$ cat config.mk
export PLATFORM = sky130hd
export DESIGN_NAME = percent_escape_decoder
export DESIGN_NICKNAME = d
export VERILOG_FILES = /design/src/rtl/pctd_pkg.sv /design/src/rtl/percent_escape_decoder.sv /design/src/rtl/pctd_scan.sv /design/src/rtl/pctd_outbuf.sv
export SDC_FILE = /design/constraint.sdc
export NUM_CORES = 1
export LEC_CHECK = 0
export BUFFER_PORTS_ARGS = -buffer_cell sky130_fd_sc_hd__buf_2
export CORE_MARGIN = 1.5
export CORE_UTILIZATION = 40
export DETAILED_ROUTE_END_ITERATION = 10
export HOLD_SLACK_MARGIN = 0.1
export PLACE_DENSITY = 0.7
export SLEW_MARGIN = 20
export SYNTH_ARGS = -nofsm -noshare
export SYNTH_HDL_FRONTEND = slang
export SYNTH_HIERARCHICAL = 1
export SYNTH_SLANG_ARGS = --single-unit
$ cat constraint.sdc
create_clock -name clk -period 3.5 [get_ports clk]
set_clock_uncertainty 0.1 [all_clocks]
set_input_delay 0 -clock clk [delete_from_list [all_inputs] [get_ports clk]]
set_output_delay 0 -clock clk [all_outputs]
set_load 0.01 [all_outputs]
$ cat src/rtl/pctd_pkg.sv
`timescale 1ns / 1ps
// ----------------------------------------------------------------------------
// pctd_pkg
// Shared types, the escape character code and the hex digit decoder for the
// percent-escape decoder.
// ----------------------------------------------------------------------------
package pctd_pkg;

  // ASCII percent sign, the escape introducer
  localparam logic [7:0] CHAR_PCT = 8'h25;

  // Largest number of output bytes one input byte can cause
  localparam int unsigned MAX_RES = 3;
  localparam int unsigned CNT_W   = $clog2(MAX_RES + 1);

  // Decoded hex digit: valid flag and its 4-bit value
  typedef struct packed {
    logic       valid;
    logic [3:0] nib;
  } hex_t;

  // Output bytes produced for one accepted request
  typedef struct packed {
    logic [CNT_W-1:0] cnt;       // number of bytes, 0..MAX_RES
    logic [7:0]       b0;
    logic [7:0]       b1;
    logic [7:0]       b2;
    logic             last_end;  // request carried the end-of-string flag
  } pctd_res_t;

  // 0-9, A-F, a-f to a nibble; anything else is flagged not valid
  function automatic hex_t hex_decode(input logic [7:0] c);
    hex_t h;
    h.valid = 1'b1;
    h.nib   = c[3:0];
    if (c inside {[8'h30:8'h39]}) begin
      h.nib = c[3:0];
    end else if (c inside {[8'h41:8'h46], [8'h61:8'h66]}) begin
      h.nib = 4'(c[3:0] + 4'd9);
    end else begin
      h.valid = 1'b0;
    end
    return h;
  endfunction

endpackage

$ cat src/rtl/percent_escape_decoder.sv
`timescale 1ns / 1ps
// First output byte of an input byte appears in the cycle after it is taken.
// Throughput: one input byte per cycle while each causes at most one output
//   byte and the output is not stalled; a byte causing more holds the input
//   stalled until the single-byte output port takes its last byte.
// Reset: synchronous, active low; scanner returns idle with no pending escape.
// ----------------------------------------------------------------------------
// percent_escape_decoder
// Streaming percent-escape decoder: '%' plus two hex digits becomes one byte,
// broken or zero escapes pass through literally.
// ----------------------------------------------------------------------------
module percent_escape_decoder
  import pctd_pkg::*;
(
  input  logic       clk,
  input  logic       rst_n,
  input  logic       in_valid,
  output logic       in_stall,
  input  logic [7:0] in_char_in,
  input  logic       in_string_end,
  output logic       out_valid,
  input  logic       out_stall,
  output logic [7:0] out_char_out,
  output logic       out_run_last,
  output logic       out_string_done
);

  pctd_res_t res;
  logic      ready;
  logic      in_accept;

  assign in_stall  = !ready;
  assign in_accept = in_valid && ready;

  // Scanner state and byte generation
  pctd_scan u_scan (
    .clk        (clk),
    .rst_n      (rst_n),
    .accept     (in_accept),
    .char_in    (in_char_in),
    .string_end (in_string_end),
    .res        (res)
  );

  // Result register and output serializer
  pctd_outbuf u_outbuf (
    .clk             (clk),
    .rst_n           (rst_n),
    .accept          (in_accept),
    .res             (res),
    .ready           (ready),
    .out_valid       (out_valid),
    .out_stall       (out_stall),
    .out_char_out    (out_char_out),
    .out_run_last    (out_run_last),
    .out_string_done (out_string_done)
  );

`ifndef ASSERT_OFF
  // end of string is flagged only on the last byte of a request
  a_done_last: assert property (@(posedge clk) disable iff (!rst_n)
    out_valid && out_string_done |-> out_run_last)
    else $error("string_done without run_last");
`endif

endmodule

$ cat src/rtl/pctd_scan.sv
`timescale 1ns / 1ps
// ----------------------------------------------------------------------------
// pctd_scan
// Escape scanner: holds the scan mode and the first digit of a pending
// escape, and works out the output bytes for the request being accepted.
// ----------------------------------------------------------------------------
module pctd_scan
  import pctd_pkg::*;
(
  input  logic       clk,
  input  logic       rst_n,
  input  logic       accept,
  input  logic [7:0] char_in,
  input  logic       string_end,
  output pctd_res_t  res
);

  typedef enum logic [1:0] {
    SCAN_IDLE = 2'd0,
    SCAN_PCT  = 2'd1,
    SCAN_DIG  = 2'd2
  } mode_t;

  mode_t      mode_r, mode_nxt;
  logic [7:0] held_r, held_nxt;

  hex_t       hc, hh;
  logic       fresh_emit;
  logic [7:0] dec_val;

  assign hc      = hex_decode(char_in);
  assign hh      = hex_decode(held_r);
  assign dec_val = {hh.nib, hc.nib};
  // A fresh scan emits the byte unless it opens a new escape
  assign fresh_emit = !((char_in == CHAR_PCT) && !string_end);

  // Next mode and output bytes
  always_comb begin
    mode_nxt     = mode_r;
    held_nxt     = held_r;
    res.cnt      = '0;
    res.b0       = char_in;
    res.b1       = char_in;
    res.b2       = char_in;
    res.last_end = string_end;
    case (mode_r)
      SCAN_PCT: begin
        if (hc.valid) begin
          if (string_end) begin
            res.cnt = CNT_W'(2);
            res.b0  = CHAR_PCT;
          end else begin
            mode_nxt = SCAN_DIG;
            held_nxt = char_in;
          end
        end else begin
          res.b0 = CHAR_PCT;
          if (fresh_emit) begin
            res.cnt  = CNT_W'(2);
            mode_nxt = SCAN_IDLE;
            held_nxt = '0;
          end else begin
            res.cnt  = CNT_W'(1);
            mode_nxt = SCAN_PCT;
          end
        end
      end
      SCAN_DIG: begin
        if (hh.valid && hc.valid && (dec_val != 8'h00)) begin
          res.cnt  = CNT_W'(1);
          res.b0   = dec_val;
          mode_nxt = SCAN_IDLE;
          held_nxt = '0;
        end else begin
          res.b0 = CHAR_PCT;
          res.b1 = held_r;
          if (fresh_emit) begin
            res.cnt  = CNT_W'(3);
            mode_nxt = SCAN_IDLE;
            held_nxt = '0;
          end else begin
            res.cnt  = CNT_W'(2);
            mode_nxt = SCAN_PCT;
          end
        end
      end
      default: begin
        if (fresh_emit) begin
          res.cnt  = CNT_W'(1);
          mode_nxt = SCAN_IDLE;
          held_nxt = '0;
        end else begin
          mode_nxt = SCAN_PCT;
        end
      end
    endcase
    // End of string always leaves the scanner idle
    if (string_end) begin
      mode_nxt = SCAN_IDLE;
      held_nxt = '0;
    end
  end

  // State update on each accepted request
  always_ff @(posedge clk) begin
    if (!rst_n) begin
      mode_r <= SCAN_IDLE;
      held_r <= '0;
    end else if (accept) begin
      mode_r <= mode_nxt;
      held_r <= held_nxt;
    end
  end

`ifndef ASSERT_OFF
  // a finished string leaves no escape pending
  a_end_idle: assert property (@(posedge clk) disable iff (!rst_n)
    accept && string_end |=> mode_r == SCAN_IDLE)
    else $error("scanner not idle after end of string");

  // a held first digit is always a hex digit
  a_held_hex: assert property (@(posedge clk) disable iff (!rst_n)
    mode_r == SCAN_DIG |-> hh.valid)
    else $error("held digit is not hex");
`endif

endmodule

$ cat src/rtl/pctd_outbuf.sv
`timescale 1ns / 1ps
// ----------------------------------------------------------------------------
// pctd_outbuf
// Result register: holds up to three output bytes of one request and
// shifts them out one per accepted output request.
// ----------------------------------------------------------------------------
module pctd_outbuf
  import pctd_pkg::*;
(
  input  logic       clk,
  input  logic       rst_n,
  input  logic       accept,
  input  pctd_res_t  res,
  output logic       ready,
  output logic       out_valid,
  input  logic       out_stall,
  output logic [7:0] out_char_out,
  output logic       out_run_last,
  output logic       out_string_done
);

  logic [CNT_W-1:0] cnt_r, cnt_nxt;
  logic [7:0]       byte_r [MAX_RES];
  logic             end_r;
  logic             take, load, last;

  assign out_valid       = (cnt_r != '0);
  assign take            = out_valid && !out_stall;
  assign last            = (cnt_r == CNT_W'(1));
  assign ready           = (cnt_r == '0) || (last && !out_stall);
  assign load            = accept && (res.cnt != '0);
  assign out_char_out    = byte_r[0];
  assign out_run_last    = last;
  assign out_string_done = last && end_r;

  // Occupancy count
  always_comb begin
    cnt_nxt = cnt_r;
    if (load) begin
      cnt_nxt = res.cnt;
    end else if (take) begin
      cnt_nxt = cnt_r - CNT_W'(1);
    end
  end

  always_ff @(posedge clk) begin
    if (!rst_n) begin
      cnt_r <= '0;
    end else begin
      cnt_r <= cnt_nxt;
    end
  end

  // Byte shift line, loaded with a whole request's bytes
  always_ff @(posedge clk) begin
    if (load) begin
      byte_r[0] <= res.b0;
      byte_r[1] <= res.b1;
      byte_r[2] <= res.b2;
      end_r     <= res.last_end;
    end else if (take) begin
      byte_r[0] <= byte_r[1];
      byte_r[1] <= byte_r[2];
    end
  end

`ifndef ASSERT_OFF
  // new bytes only arrive once the old ones are gone or leaving
  a_no_overwrite: assert property (@(posedge clk) disable iff (!rst_n)
    load |-> (cnt_r == '0) || (last && take))
    else $error("result register overwritten");

  // a taken byte that is not the last is followed by the next one
  a_drain: assert property (@(posedge clk) disable iff (!rst_n)
    take && !last |=> out_valid)
    else $error("result bytes lost");
`endif

endmodule

==> results.ini <==
[floorplanning]
die_x_um = 79.7
initial_core_util = 0.420
core_area_mm2 = 0.00561
dieArea_mm2 = 0.00635
rows = 27
pin_count = 25
fp.dieH_um = 79.7

[critical_path]
endpoint_kind = flop
path_common_cell = o21ai_0
cp_top_family = simple AND/OR/NAND/NOR gates
path_max_fanout = 16
crit_buf_inv = 3
critical_path_required_ns = 3.45
critPathLaunchType = input pin
cp_slowest_cell = dlygate4sd3_1
path_cells = dlygate4sd3_1 -> buf_2 -> inv_1 -> ha_1 -> or4b_1 -> and3_1 -> a21oi_2 -> o21ai_0 -> o21ai_0 -> o21ai_2 -> nand2_4 -> mux2_2
critPathArrivalTime_ns = 3.23
setup.worst_path.class = in -> reg
max_stage_delay_ns = 0.51

[min_path]
hold_path.class = in -> reg

[route]
first_pass_iters = 5
vias = 1643
wl_per_cell_um = 14.9
ant_nets = 0
routed_via_density = 5.37
initialDrtViolationCount = 124
routed_wl_um = 4550
drc = 0

[place]
place_congestion = 0.914
post-place-ws_ns = 0.323
dp.cells = 287
hpwl_um = 3360
port_buffers = 24

[timing]
fin_ws_ns = 0.218
tns_ns = 0
final-hold-violation-count = 0
timing.slew.headroom = 0.578
worst_pin_slew_ns = 0.632
rsz0062_at_grt = false
slew_viol_final = 0
fin_crit_sh = 0.938
min_period_ns = 3.28
fmax_mhz = 305
setup_viol = 0

[grt]
top_usage_layer = met2
grt_max_degree = 17
grt.total_usage = 0.153
met3_usage = 0.0309
antenna_found_initial = 0
grt_pass1_vias = 1495
grtUsageMet1 = 0.207
grtUsageMet2 = 0.240
grt_pass1_wl_um = 7300
overflow = 0

[power]
p_leak_uw = 0.00106
ir_drop_mv = 0.257
total_power_uw = 1550
p_per_area_mw_per_mm2 = 580

[clock_tree]
clkSinkCount = 37
cts.path.max_buffers = 2
ctsRootBufferMaster = clkbuf_8
path_clk_slew_ns = 0.08
clk_latency_ns = 0.29
cts-buffers-inserted = 5
htree_levels = 2
post-cts-setup-buffers = 0
cts_tree = done

[synthesis]
yosys.area.top_type_share = 0.319
synth-seq-cells = 37
synthArstFlopShare = 0
ys_warn_count = 6
syn_inst = 208
synth_edf_count = 25
ys_seq_area_frac = 0.421
synth_area_mm2 = 0.00235
synth-main-ff-cell = edfxtp_1
avgSynthCellArea_um2 = 11.3
synth_nets = 231
yosysTopAreaCell = edfxtp_1
synthTopCellsByArea = edfxtp_1 (32%), dfxtp_1 (10%), mux2_4 (8.3%)
ys_types = 53

[finish]
drive_gt1_frac = 0.286
num_antenna_cells = 0
syn_to_final_growth_pct = 13.8
n_fill_cell = 549
final_common_cell = edfxtp_1
layout_common_cells = edfxtp_1 (25), buf_2 (24), inv_1 (17), o21ai_0 (14), mux2_4 (13)
finish.utilization = 0.478
layoutNonFillerInstCount = 306
finalNetCount = 256

[flow_run]
max_cap_viol_count = 0

[outcome]
status = finished, final reports clean

[metrics by stage]
| stage | hold slack (ns) | instance area [um2] |
|---|---|---|
| 2_1_floorplan | 0.0217 | 2350 |
| 3_3_place_gp | 0.173 | 2430 |
| 3_5_place_dp | 0.173 | 2430 |
| 4_1_cts | 0.204 | 2680 |
| 5_1_grt | 0.243 | 2680 |
| 6_report | 0.206 | 2680 |
[routing by layer]
metal	routed length (um)	share of wire
met2	2040	0.45
met5	0	0
met4	83	0.018
met1	2200	0.48
met3	233	0.051
[cells by family after synthesis]
| family | synth area share |
|---|---|
| buffers and inverters | 0.0930 |
| and+or+nand+nor | 0.122 |
| AOI/OAI and AO/OA | 0.179 |
| DFF | 0.421 |
| adders and majority gates | 0.0532 |
| xor gates and xnor gates | 0.00744 |
| muxes | 0.124 |
[path summary, 6_finish.rpt]
path	start	endpoint	slack, ns	cells after the start
worst max-delay path	in_char_in[1]	u_outbuf/byte_r[0][13]	0.22	12
worst min-delay path	in_valid	u_outbuf/cnt_r[0]	0.21	4
worst max register to register	u_scan/held_r[0]	u_outbuf/byte_r[0][10]	0.30	10
worst min register to register	u_scan/held_r[7]	u_scan/held_r[7]	0.43	1
[area by class of cell]
class	instances	area, um2	share of cell area
Clock buffer	5	68.8	0.0257
Sequential cell	37	991	0.370
Timing Repair Buffer	38	253	0.0943
Tap cell	72	90.1	0.0336
Inverter	17	63.8	0.0238
Clock inverter	3	68.8	0.0257
Multi-Input combinational cell	134	1140	0.427
[worst min-delay path, cell delays in order]
cell,delay [ns]
buf_2,0.09
and2_1,0.26
nand3_1,0.13
o21ai_0,0.07
[power breakdown]
part / total (uW) / leakage [uW] / internal, uW / switching, uW
clock: 453 / 0.0000687 / 287 / 166
sequential: 653 / 0.000338 / 623 / 30.0
combinational: 448 / 0.000650 / 203 / 245
[Yosys cell counts (2+ instances only)]
cell type and n:
a22o_1 8, o211ai_1 2, a21oi_1 2, mux2_4 13, a31oi_1 3, o21bai_1 2, inv_1 17, o32ai_1 2
buf_6 2, nor2b_1 3, or2_2 2, mux2_2 6, nor3_1 2, xnor2_1 2, nor4_1 2, mux2i_1 3
and3_1 2, and2_1 6, dfxtp_1 12, o2bb2ai_1 5, edfxtp_1 25, ha_1 10, o21ai_0 15, nand2_1 10
nor2_1 4, nor3b_1 2, buf_4 17, nand3_1 4
[registers in the layout, indices dropped and copies added, names as in the netlist]
name and flops:
u_outbuf/byte_r 24, u_scan/mode_r 2, u_outbuf/end_r 1, u_outbuf/cnt_r 2
u_scan/held_r 8
[timing repair]
action,4_1_cts,5_1_grt
resized for setup,0,0
endpoints found under the hold margin,20,0
hold buffers,11,0
No activity file was read; power rests on OpenSTA's default activity.
